`config.mk`:
```
export PLATFORM = sky130hd
export DESIGN_NAME = ebml_cluster_timecode_rebase_unit
export DESIGN_NICKNAME = d
export VERILOG_FILES = /design/src/rtl/ecrb_pkg.sv /design/src/rtl/ecrb_front.sv /design/src/rtl/ecrb_queue.sv /design/src/rtl/ecrb_back.sv /design/src/rtl/ebml_cluster_timecode_rebase_unit.sv
export SDC_FILE = /design/constraint.sdc
export NUM_CORES = 2
export LEC_CHECK = 0
export BUFFER_PORTS_ARGS = -buffer_cell sky130_fd_sc_hd__buf_4
export CORE_MARGIN = 2
export CORE_UTILIZATION = 45
export CTS_BUF_LIST = sky130_fd_sc_hd__clkbuf_16
export CTS_CLUSTER_SIZE = 30
export DETAILED_ROUTE_END_ITERATION = 10
export HOLD_SLACK_MARGIN = 0.02
export PLACE_DENSITY = 0.6
export SYNTH_ARGS = -nofsm -noshare
export SYNTH_HDL_FRONTEND = slang
export SYNTH_SLANG_ARGS = --single-unit
```
`constraint.sdc`:
```
create_clock -name aclk -period 35.5 [get_ports aclk]
set_input_delay 7.1 -clock aclk [delete_from_list [all_inputs] [get_ports aclk]]
set_output_delay 7.1 -clock aclk [all_outputs]
set_load 0.005 [all_outputs]
```
`src/rtl/ecrb_pkg.sv`:
```
package ecrb_pkg;

    // Element IDs, with their vint marker kept.
    localparam logic [31:0] CLUSTER_ID   = 32'h1F43_B675;
    localparam logic [31:0] TIMECODE_ID  = 32'h0000_00E7;
    // Size code written ahead of a rewritten timecode: eight data bytes.
    localparam logic [7:0]  TC_SIZE_CODE = 8'h88;

    // Entries in the queue between the parser and the emitter.
    localparam int unsigned Q_DEPTH = 4;
    localparam int unsigned Q_PTR_W = $clog2(Q_DEPTH);

    typedef enum logic [2:0] {
        ST_OK          = 3'd0,
        ST_NOT_CLUSTER = 3'd1,
        ST_OVERRUN     = 3'd2,
        ST_NO_TIMECODE = 3'd3,
        ST_BAD_VINT    = 3'd4,
        ST_TOO_LONG    = 3'd5
    } status_t;

    // Parser phases, one-hot.
    typedef enum logic [7:0] {
        PH_CL_ID   = 8'b0000_0001,
        PH_CL_SIZE = 8'b0000_0010,
        PH_CH_ID   = 8'b0000_0100,
        PH_CH_SIZE = 8'b0000_1000,
        PH_CH_DATA = 8'b0001_0000,
        PH_TC_SIZE = 8'b0010_0000,
        PH_TC_DATA = 8'b0100_0000,
        PH_TAIL    = 8'b1000_0000
    } phase_t;

    // One command from the parser: either one output byte or a timecode to rebase.
    typedef struct packed {
        logic        is_tc;
        logic [7:0]  data;
        logic        valid;
        status_t     status;
        logic        cend;
        logic [63:0] tc;
    } cmd_t;

    // Length of a vint from its first byte; 9 for a zero byte.
    function automatic logic [3:0] vint_len(input logic [7:0] b);
        logic [3:0] n;
        casez (b)
            8'b1???_????: n = 4'd1;
            8'b01??_????: n = 4'd2;
            8'b001?_????: n = 4'd3;
            8'b0001_????: n = 4'd4;
            8'b0000_1???: n = 4'd5;
            8'b0000_01??: n = 4'd6;
            8'b0000_001?: n = 4'd7;
            8'b0000_0001: n = 4'd8;
            default:      n = 4'd9;
        endcase
        return n;
    endfunction

endpackage

```
`src/rtl/ecrb_front.sv`:
```
module ecrb_front
    import ecrb_pkg::*;
#(
    parameter int unsigned LENGTH_BITS = 24
) (
    input  logic       aclk,
    input  logic       aresetn,
    input  logic       s_tvalid,
    output logic       s_tready,
    input  logic [7:0] s_tdata,
    input  logic       s_tuser,
    input  logic       q_full,
    output logic       push,
    output cmd_t       push_cmd
);

    phase_t                 phase_reg, phase_next;
    logic [63:0]            accum_reg, accum_next;
    logic [3:0]             fbl_reg, fbl_next;
    logic [3:0]             vlen_reg, vlen_next;
    logic [LENGTH_BITS-1:0] cbl_reg, cbl_next;
    logic [LENGTH_BITS-1:0] child_reg, child_next;
    logic                   err_reg, err_next;

    logic                   accept;
    phase_t                 ph;
    logic [63:0]            acc;
    logic [3:0]             fbl;
    logic                   errl;
    logic [3:0]             n;
    logic                   first;
    logic [63:0]            take_acc;
    logic [3:0]             take_fbl;
    logic [3:0]             take_len;
    logic                   done;
    logic [5:0]             dbits;
    logic [63:0]            dmask;
    logic [63:0]            dval;
    logic                   size_bad;
    logic [LENGTH_BITS-1:0] size_val;
    logic [LENGTH_BITS-1:0] n_ext;
    logic [LENGTH_BITS-1:0] cbl_dec;
    logic [LENGTH_BITS-1:0] child_dec;
    status_t                err;
    logic                   put_byte;
    logic                   put_tc;
    logic [63:0]            tc_val;
    logic                   close;

    assign s_tready = !q_full;
    assign accept   = s_tvalid && !q_full;

    // Start of a cluster resynchronizes the parser.
    assign ph   = s_tuser ? PH_CL_ID : phase_reg;
    assign acc  = s_tuser ? 64'd0 : accum_reg;
    assign fbl  = s_tuser ? 4'd0 : fbl_reg;
    assign errl = s_tuser ? 1'b0 : err_reg;

    // Vint byte gathering.
    assign n        = vint_len(s_tdata);
    assign first    = (fbl == 4'd0);
    assign take_acc = first ? {56'd0, s_tdata} : {acc[55:0], s_tdata};
    assign take_fbl = first ? (n - 4'd1) : (fbl - 4'd1);
    assign take_len = first ? n : vlen_reg;
    assign done     = (take_fbl == 4'd0);

    // Size vint decode: the marker sits at bit 7*length.
    assign dbits    = 6'(take_len) * 6'd7;
    assign dmask    = (64'd1 << dbits) - 64'd1;
    assign dval     = take_acc & dmask;
    assign size_bad = (dval == dmask) || ((dval >> LENGTH_BITS) != 64'd0);
    assign size_val = dval[LENGTH_BITS-1:0];

    assign n_ext     = LENGTH_BITS'(n);
    assign cbl_dec   = cbl_reg - LENGTH_BITS'(1);
    assign child_dec = child_reg - LENGTH_BITS'(1);

    // Per-byte parse step.
    always_comb begin
        phase_next = phase_reg;
        accum_next = accum_reg;
        fbl_next   = fbl_reg;
        vlen_next  = vlen_reg;
        cbl_next   = cbl_reg;
        child_next = child_reg;
        err_next   = err_reg;
        err        = ST_OK;
        put_byte   = 1'b0;
        put_tc     = 1'b0;
        tc_val     = 64'd0;
        close      = 1'b0;
        if (accept && !errl) begin
            phase_next = ph;
            accum_next = acc;
            fbl_next   = fbl;
            err_next   = 1'b0;
            unique case (ph)
                PH_CL_ID: begin
                    if (first && n > 4'd4) begin
                        err = ST_BAD_VINT;
                    end else begin
                        put_byte   = 1'b1;
                        accum_next = take_acc;
                        fbl_next   = take_fbl;
                        vlen_next  = take_len;
                        if (done) begin
                            if (take_acc[31:0] != CLUSTER_ID) begin
                                err = ST_NOT_CLUSTER;
                            end else begin
                                phase_next = PH_CL_SIZE;
                            end
                        end
                    end
                end
                PH_CL_SIZE: begin
                    if (first && n > 4'd8) begin
                        err = ST_BAD_VINT;
                    end else begin
                        put_byte   = 1'b1;
                        accum_next = take_acc;
                        fbl_next   = take_fbl;
                        vlen_next  = take_len;
                        if (done) begin
                            if (size_bad) begin
                                err = ST_TOO_LONG;
                            end else if (size_val == '0) begin
                                err = ST_NO_TIMECODE;
                            end else begin
                                cbl_next   = size_val;
                                phase_next = PH_CH_ID;
                            end
                        end
                    end
                end
                PH_CH_ID: begin
                    if (first && n > 4'd4) begin
                        err = ST_BAD_VINT;
                    end else if (first && n_ext > cbl_reg) begin
                        err = ST_OVERRUN;
                    end else begin
                        put_byte   = 1'b1;
                        accum_next = take_acc;
                        fbl_next   = take_fbl;
                        vlen_next  = take_len;
                        cbl_next   = cbl_dec;
                        if (done) begin
                            phase_next = (take_acc[31:0] == TIMECODE_ID) ? PH_TC_SIZE
                                                                         : PH_CH_SIZE;
                        end
                    end
                end
                PH_CH_SIZE, PH_TC_SIZE: begin
                    if (first && n > 4'd8) begin
                        err = ST_BAD_VINT;
                    end else if (first && n_ext > cbl_reg) begin
                        err = ST_OVERRUN;
                    end else begin
                        put_byte   = (ph == PH_CH_SIZE);
                        accum_next = take_acc;
                        fbl_next   = take_fbl;
                        vlen_next  = take_len;
                        cbl_next   = cbl_dec;
                        if (done) begin
                            if (size_bad) begin
                                err = ST_TOO_LONG;
                            end else if (size_val > cbl_dec) begin
                                err = ST_OVERRUN;
                            end else begin
                                child_next = size_val;
                                if (ph == PH_CH_SIZE) begin
                                    phase_next = (size_val != '0) ? PH_CH_DATA : PH_CH_ID;
                                end else begin
                                    accum_next = 64'd0;
                                    if (size_val == '0) begin
                                        put_tc     = 1'b1;
                                        phase_next = PH_TAIL;
                                    end else begin
                                        phase_next = PH_TC_DATA;
                                    end
                                end
                            end
                        end
                    end
                end
                PH_CH_DATA: begin
                    put_byte   = 1'b1;
                    cbl_next   = cbl_dec;
                    child_next = child_dec;
                    if (child_dec == '0) begin
                        phase_next = PH_CH_ID;
                    end
                end
                PH_TC_DATA: begin
                    cbl_next   = cbl_dec;
                    child_next = child_dec;
                    accum_next = {acc[55:0], s_tdata};
                    if (child_dec == '0) begin
                        put_tc     = 1'b1;
                        tc_val     = {acc[55:0], s_tdata};
                        phase_next = PH_TAIL;
                    end
                end
                PH_TAIL: begin
                    put_byte = 1'b1;
                    cbl_next = cbl_dec;
                end
                default: begin
                    err = ST_NOT_CLUSTER;
                end
            endcase

            // End of the cluster: closes normally only after the timecode.
            if (err == ST_OK && cbl_next == '0 &&
                (phase_next == PH_CH_ID || phase_next == PH_TAIL)) begin
                if (phase_next == PH_TAIL) begin
                    close      = 1'b1;
                    phase_next = PH_CL_ID;
                    fbl_next   = 4'd0;
                end else begin
                    err = ST_NO_TIMECODE;
                end
            end

            if (err != ST_OK) begin
                err_next   = 1'b1;
                phase_next = PH_CL_ID;
                fbl_next   = 4'd0;
            end
        end
    end

    // Command toward the emitter.
    always_comb begin
        push_cmd.is_tc  = put_tc && (err == ST_OK);
        push_cmd.data   = (err == ST_OK) ? s_tdata : 8'd0;
        push_cmd.valid  = (err == ST_OK);
        push_cmd.status = err;
        push_cmd.cend   = close || (err != ST_OK);
        push_cmd.tc     = tc_val;
        push = accept && !errl && (put_byte || put_tc || err != ST_OK);
    end

    always_ff @(posedge aclk) begin
        if (!aresetn) begin
            phase_reg <= PH_CL_ID;
            accum_reg <= 64'd0;
            fbl_reg   <= 4'd0;
            vlen_reg  <= 4'd0;
            cbl_reg   <= '0;
            child_reg <= '0;
            err_reg   <= 1'b0;
        end else begin
            phase_reg <= phase_next;
            accum_reg <= accum_next;
            fbl_reg   <= fbl_next;
            vlen_reg  <= vlen_next;
            cbl_reg   <= cbl_next;
            child_reg <= child_next;
            err_reg   <= err_next;
        end
    end

endmodule

```
`src/rtl/ecrb_queue.sv`:
```
module ecrb_queue
    import ecrb_pkg::*;
(
    input  logic aclk,
    input  logic aresetn,
    input  logic push,
    input  cmd_t push_cmd,
    output logic full,
    output logic q_valid,
    output cmd_t q_cmd,
    input  logic pop
);

    cmd_t                 mem_reg [Q_DEPTH];
    logic [Q_PTR_W-1:0]   wr_reg, wr_next;
    logic [Q_PTR_W-1:0]   rd_reg, rd_next;
    logic [Q_PTR_W:0]     cnt_reg, cnt_next;

    assign full    = (cnt_reg == (Q_PTR_W + 1)'(Q_DEPTH));
    assign q_valid = (cnt_reg != '0);
    assign q_cmd   = mem_reg[rd_reg];

    // Pointer and fill count update.
    always_comb begin
        wr_next  = push ? wr_reg + Q_PTR_W'(1) : wr_reg;
        rd_next  = pop ? rd_reg + Q_PTR_W'(1) : rd_reg;
        cnt_next = cnt_reg + (Q_PTR_W + 1)'(push) - (Q_PTR_W + 1)'(pop);
    end

    always_ff @(posedge aclk) begin
        if (!aresetn) begin
            wr_reg  <= '0;
            rd_reg  <= '0;
            cnt_reg <= '0;
        end else begin
            wr_reg  <= wr_next;
            rd_reg  <= rd_next;
            cnt_reg <= cnt_next;
        end
    end

    // Entry storage.
    always_ff @(posedge aclk) begin
        if (push) begin
            mem_reg[wr_reg] <= push_cmd;
        end
    end

endmodule

```
`src/rtl/ecrb_back.sv`:
```
module ecrb_back
    import ecrb_pkg::*;
(
    input  logic        aclk,
    input  logic        aresetn,
    input  logic        q_valid,
    input  cmd_t        q_cmd,
    output logic        pop,
    output logic        m_tvalid,
    input  logic        m_tready,
    output logic [15:0] m_tdata,
    output logic [1:0]  m_tuser,
    output logic        m_tlast
);

    typedef enum logic [3:0] {
        BK_IDLE = 4'b0001,
        BK_CMP  = 4'b0010,
        BK_UPD  = 4'b0100,
        BK_EMIT = 4'b1000
    } bk_state_t;

    bk_state_t   st_reg, st_next;
    logic [63:0] shift_reg, shift_next;
    logic [63:0] last_reg, last_next;
    logic [63:0] tc_reg, tc_next;
    logic [63:0] sum_reg, sum_next;
    logic [63:0] diff_reg, diff_next;
    logic [63:0] emit_reg, emit_next;
    logic        cend_reg, cend_next;
    logic [3:0]  cnt_reg, cnt_next;

    logic        ov_reg, ov_next;
    logic [7:0]  ob_reg, ob_next;
    logic        obv_reg, obv_next;
    status_t     ost_reg, ost_next;
    logic        oce_reg, oce_next;
    logic        olast_reg, olast_next;

    logic        out_free;
    logic        bump;
    logic [63:0] new_last;

    assign out_free = !ov_reg || m_tready;
    assign bump     = (sum_reg <= last_reg);
    assign new_last = bump ? last_reg + 64'd1 : sum_reg;

    // Emitter sequencer and output register.
    always_comb begin
        st_next    = st_reg;
        shift_next = shift_reg;
        last_next  = last_reg;
        tc_next    = tc_reg;
        sum_next   = sum_reg;
        diff_next  = diff_reg;
        emit_next  = emit_reg;
        cend_next  = cend_reg;
        cnt_next   = cnt_reg;
        ov_next    = ov_reg && !m_tready;
        ob_next    = ob_reg;
        obv_next   = obv_reg;
        ost_next   = ost_reg;
        oce_next   = oce_reg;
        olast_next = olast_reg;
        pop        = 1'b0;
        unique case (st_reg)
            BK_IDLE: begin
                if (q_valid && q_cmd.is_tc) begin
                    pop       = 1'b1;
                    tc_next   = q_cmd.tc;
                    cend_next = q_cmd.cend;
                    st_next   = BK_CMP;
                end else if (q_valid && out_free) begin
                    pop        = 1'b1;
                    ov_next    = 1'b1;
                    ob_next    = q_cmd.data;
                    obv_next   = q_cmd.valid;
                    ost_next   = q_cmd.status;
                    oce_next   = q_cmd.cend;
                    olast_next = 1'b1;
                end
            end
            BK_CMP: begin
                sum_next  = shift_reg + tc_reg;
                diff_next = last_reg - tc_reg;
                st_next   = BK_UPD;
            end
            BK_UPD: begin
                // Keep timecodes strictly rising.
                if (bump) begin
                    shift_next = diff_reg + 64'd1;
                end
                last_next = new_last;
                emit_next = new_last;
                cnt_next  = 4'd0;
                st_next   = BK_EMIT;
            end
            BK_EMIT: begin
                if (out_free) begin
                    ov_next    = 1'b1;
                    obv_next   = 1'b1;
                    ost_next   = ST_OK;
                    olast_next = (cnt_reg == 4'd8);
                    oce_next   = cend_reg && (cnt_reg == 4'd8);
                    if (cnt_reg == 4'd0) begin
                        ob_next = TC_SIZE_CODE;
                    end else begin
                        ob_next   = emit_reg[63:56];
                        emit_next = {emit_reg[55:0], 8'd0};
                    end
                    cnt_next = cnt_reg + 4'd1;
                    if (cnt_reg == 4'd8) begin
                        st_next = BK_IDLE;
                    end
                end
            end
            default: begin
                st_next = BK_IDLE;
            end
        endcase
    end

    always_ff @(posedge aclk) begin
        if (!aresetn) begin
            st_reg    <= BK_IDLE;
            shift_reg <= 64'd0;
            last_reg  <= 64'd0;
            ov_reg    <= 1'b0;
            cnt_reg   <= 4'd0;
        end else begin
            st_reg    <= st_next;
            shift_reg <= shift_next;
            last_reg  <= last_next;
            ov_reg    <= ov_next;
            cnt_reg   <= cnt_next;
        end
    end

    // Payload registers.
    always_ff @(posedge aclk) begin
        tc_reg    <= tc_next;
        sum_reg   <= sum_next;
        diff_reg  <= diff_next;
        emit_reg  <= emit_next;
        cend_reg  <= cend_next;
        ob_reg    <= ob_next;
        obv_reg   <= obv_next;
        ost_reg   <= ost_next;
        oce_reg   <= oce_next;
        olast_reg <= olast_next;
    end

    assign m_tvalid = ov_reg;
    assign m_tdata  = {5'd0, ost_reg, ob_reg};
    assign m_tuser  = {oce_reg, obv_reg};
    assign m_tlast  = olast_reg;

endmodule

```
`src/rtl/ebml_cluster_timecode_rebase_unit.sv`:
```
// A passed-through byte or an error result passes the queue and then the output register.
// A Timecode child passes the queue, compare and update states before its nine results.
// Throughput: one byte per cycle while the queue has room; a Timecode child holds the
// emitter (take, compare, update, nine beats); the four-entry queue keeps the parser going.
// Reset (aresetn, synchronous, active low) clears the shift, the last timecode and the parser.
module ebml_cluster_timecode_rebase_unit
    import ecrb_pkg::*;
#(
    parameter int unsigned LENGTH_BITS = 24
) (
    input  logic        aclk,
    input  logic        aresetn,
    input  logic        s_tvalid,
    output logic        s_tready,
    input  logic [7:0]  s_tdata,   // [7:0] in_byte
    input  logic        s_tuser,   // [0] cluster_start
    output logic        m_tvalid,
    input  logic        m_tready,
    output logic [15:0] m_tdata,   // [7:0] out_byte, [10:8] status, [15:11] zero
    output logic [1:0]  m_tuser,   // [0] byte_valid, [1] cluster_end
    output logic        m_tlast    // last_of_run
);

    logic push;
    cmd_t push_cmd;
    logic q_full;
    logic q_valid;
    cmd_t q_cmd;
    logic pop;

    ecrb_front #(
        .LENGTH_BITS(LENGTH_BITS)
    ) u_front (
        .aclk    (aclk),
        .aresetn (aresetn),
        .s_tvalid(s_tvalid),
        .s_tready(s_tready),
        .s_tdata (s_tdata),
        .s_tuser (s_tuser),
        .q_full  (q_full),
        .push    (push),
        .push_cmd(push_cmd)
    );

    ecrb_queue u_queue (
        .aclk    (aclk),
        .aresetn (aresetn),
        .push    (push),
        .push_cmd(push_cmd),
        .full    (q_full),
        .q_valid (q_valid),
        .q_cmd   (q_cmd),
        .pop     (pop)
    );

    ecrb_back u_back (
        .aclk    (aclk),
        .aresetn (aresetn),
        .q_valid (q_valid),
        .q_cmd   (q_cmd),
        .pop     (pop),
        .m_tvalid(m_tvalid),
        .m_tready(m_tready),
        .m_tdata (m_tdata),
        .m_tuser (m_tuser),
        .m_tlast (m_tlast)
    );

endmodule

```
==> flow_summary_export.csv <==
group,metric,value,unit
sta,grt_setup_unrepaired,"no",
global_route,grt_pass1_wl,244.0,mm
clock_tree,cts_max_path_buffers,3,
sta,finalClockSkew,0.03691,ns
sta,timing.fmax,56.28,MHz
clock_tree,clkLatencyLatePin,0.69,ns
finish,number_of_antenna_cells_inserted,0,
power,comb_power_share,37.2,%
synth,synth.yosys.seq_area_share,45.04,%
finish,final_cells,6727,
finish,design_area,55250,um2
power,power.ir.vdd_worst,0.0001028,V
clock_tree,postCtsSetupRepairBufs,0,
route,drt-pass1-iter-count,7,
floorplanning,num_rows,123,
run_status,outcome,"completed",
clock_tree,cts_tree,"done",
synth,synthesis.instances,5254,
run,timing.max_cap.violations,0,
critical_path,timing.critical_path.from_type,"input port",
power,netSwitchingFraction,38.48,%
min_path,hold_path.class,"flip-flop to flip-flop",
synth,netlist_area,50740,um2
sta,final_period_demand_of_the_worst_path,17.77,ns
floorplanning,fp.coreArea,112200,um2
clock_tree,clock_root_buffer,"clkbuf_16",
global_route,grt_start_max_net_pins,130,
placed_design,buffer_ports.inserted,28,
sta,layout_worst_path_cycle_share,50.05,%
route,detail_route.iter0.violations,4147,
floorplanning,dieArea,115500,um2
placed_design,dpl.hpwl,117.2,mm
critical_path,critPathMaxFanout,48,
finish,layout.nets,5411,
critical_path,timing.setup.critical_path_class,"input port to flip-flop",
route,drc_errors,0,
global_route,antenna_found_initial,1,
route,routed-via-count,41160,
sta,timing.max_slew.rel_slack,14.36,%
synth,syn_avg_cell_area,9.658,um2
critical_path,cp-end-kind,"flip-flop",
finish,share_of_cells_above_drive_strength_1,7.385,%
critical_path,worst_path_largest_cell_delay,0.87,ns
critical_path,crit_arrival,18.11,ns
min_path,hold_path_depth,2,
synth,synth_warnings,0,
synth,synth.lib_cells_used.distinct,102,
synth,dominantRegCellSynth,"edfxtp_1",
global_route,grt_pass1_vias,39040,
sta,timing_worst_slew_pin_value,1.280,ns
placed_design,place_area,52260,um2
global_route,groute.usage.overall,27.27,%
synth,synth-async-reset-ratio,0,%
critical_path,critical-path-top-delay-family,"simple AND/OR/NAND/NOR gates",
floorplanning,fp.dieW,339.8,um
floorplanning,boundaryPins,34,
clock_tree,cts_made_buffers,94,
power,power_density,64.29,nW/um2
critical_path,timing.critical_path.buf_inv,7,
synth,ys_ff_latch,850,
synth,synth_enable_flop_cells,583,
sta,fin_tns_setup,0,ns
critical_path,critical_path_depth,32,
finish,max_reg_flops,312,
critical_path,timing.critical_path.slowest_stage_cell,"nor2_1",
placed_design,routabilityCongestion,1.002,
critical_path,worst-r2r-cell-count,31,
route,final_routed_wire_length_divided_by_cell_count,23.78,um
sta,finalSetupViolations,0,
clock_tree,cts.htree.levels,3,
power,sequentialPowerShare,36.0,%
critical_path,crit_path_frequent_cell,"inv_1",
power,netSwitchingPower,1.367,mW
clock_tree,post_cts.resized_instances,0,
placed_design,placed_cells,6551,
global_route,grt_overflow_total,0,
critical_path,timing.reg2reg.setup_slack,23.22,ns
route,antenna_violating_nets_post_route,0,
clock_tree,cts.sinks,850,
clock_tree,cts_hold_buf,0,
floorplanning,initial_utilization,45.23,%
power,totalPowerFinal,3.552,mW
power,pwr-share-clk,26.8,%
critical_path,worst-endpoint-required,35.84,ns
floorplanning,die_y,339.8,um
power,leakage_dissipation,20.19,nW
route,drt-total-wl,160.0,mm
sta,timing.final.max_slew_violations,0,
power,cell_internal_pwr,2.185,mW
sta,fin_hold_viols,0,
clock_tree,clk_transition_reported_paths,0.06,ns
finish,area_growth_syn_to_layout,8.892,%
route,routed_via_density,6.119,
[synth_stat cells, types with 58 or more instances]
cell	number	area, um2
mux2i_1	58	580.6
a21oi_1	385	1927
xnor2_1	209	1831
clkbuf_1	245	919.6
inv_1	233	874.6
xor2_1	98	858.3
nand4_1	79	494.2
o21ai_0	278	1391
a211oi_1	121	908.4
dfxtp_1	267	5345
nand2_1	392	1471
nor2_1	610	2290
ha_1	244	3053
a21o_1	115	863.3
and3_1	92	575.6
edfxtp_1	583	17510
nor3_1	132	660.6
nand3_1	135	675.7
mux4_2	78	1757
[power groups by stage]
stage | clock network [mW] | registers [mW] | logic [mW]
floorplan | 0 | 1.26 | 0.910
global placement | 0 | 1.30 | 1.30
detailed placement | 0 | 1.30 | 1.29
CTS | 0.972 | 1.28 | 1.29
global route | 1.01 | 1.29 | 1.42
finish | 0.953 | 1.28 | 1.32
[worst paths after layout]
| check | from | to |
|---|---|---|
| max reg2reg | u_front.fbl_reg[0] | u_queue.mem_reg[3][70] |
| min | u_front.child_reg[17] | u_front.child_reg[17] |
| min reg2reg | u_front.child_reg[17] | u_front.child_reg[17] |
| max | s_tuser | u_queue.mem_reg[3][70] |
[layout make-up]
class	instances	area [um2]
Fill cell	10290	56940
Multi-Input combinational cell	3872	25910
Sequential cell	850	22860
Clock buffer	95	2377
Tap cell	1500	1877
Inverter	237	897.1
Timing Repair Buffer	92	715.7
Clock inverter	81	619.3
[per-layer routing]
metal | share of wire, % | vias up | GRT usage [%]
met5 | 0 | - | 0
met4 | 4.3 | 0 | 10.89
met3 | 7.4 | 388 | 4.178
met2 | 44 | 1682 | 42.01
met1 | 44 | 19870 | 38.48
li1 | - | 19230 | -
[worst reg2reg max path: cells and delay by family, from the launching register on]
family,cells,cell delay (ns)
and+or+nand+nor,12,5.94
buffers and inverters,5,1.13
adders and majority gates,4,1.67
AOI/OAI and AO/OA,10,2.78
DFF,1,0.42
[placed cells by master (no fill, tap or decap), types with 115 or more instances in the layout]
cell        n
nand3_1   134
a21o_1    115
edfxtp_1  583
nor2_1    608
xnor2_1   209
a21oi_1   385
ha_1      244
a211oi_1  121
nand2_1   392
o21ai_0   276
dfxtp_1   265
nor3_1    131
inv_1     255
[logic make-up after synthesis]
family / after synthesis / synth area share (%)
AO/OA/AOI/OAI: 1360 / 17.27
XOR/XNOR: 309 / 5.363
adder cells (fa/ha/maj): 251 / 6.293
buffers and inverters: 536 / 4.128
flip-flops: 850 / 45.04
multiplexers: 142 / 4.739
other: 1 / 0.007390
AND/OR/NAND/NOR: 1805 / 17.16
[stage by stage]
step           utilization, %  hold slack (ns)  setup WS, ns
2_1_floorplan               -           0.4368         17.53
3_3_place_gp            46.58           0.4508         17.44
3_5_place_dp            46.58           0.4562         17.31
4_1_cts                 49.25           0.4699         18.01
5_1_grt                 49.25           0.4951         17.02
6_report                49.25           0.4706         17.73
(Power assumes the default switching activity.)
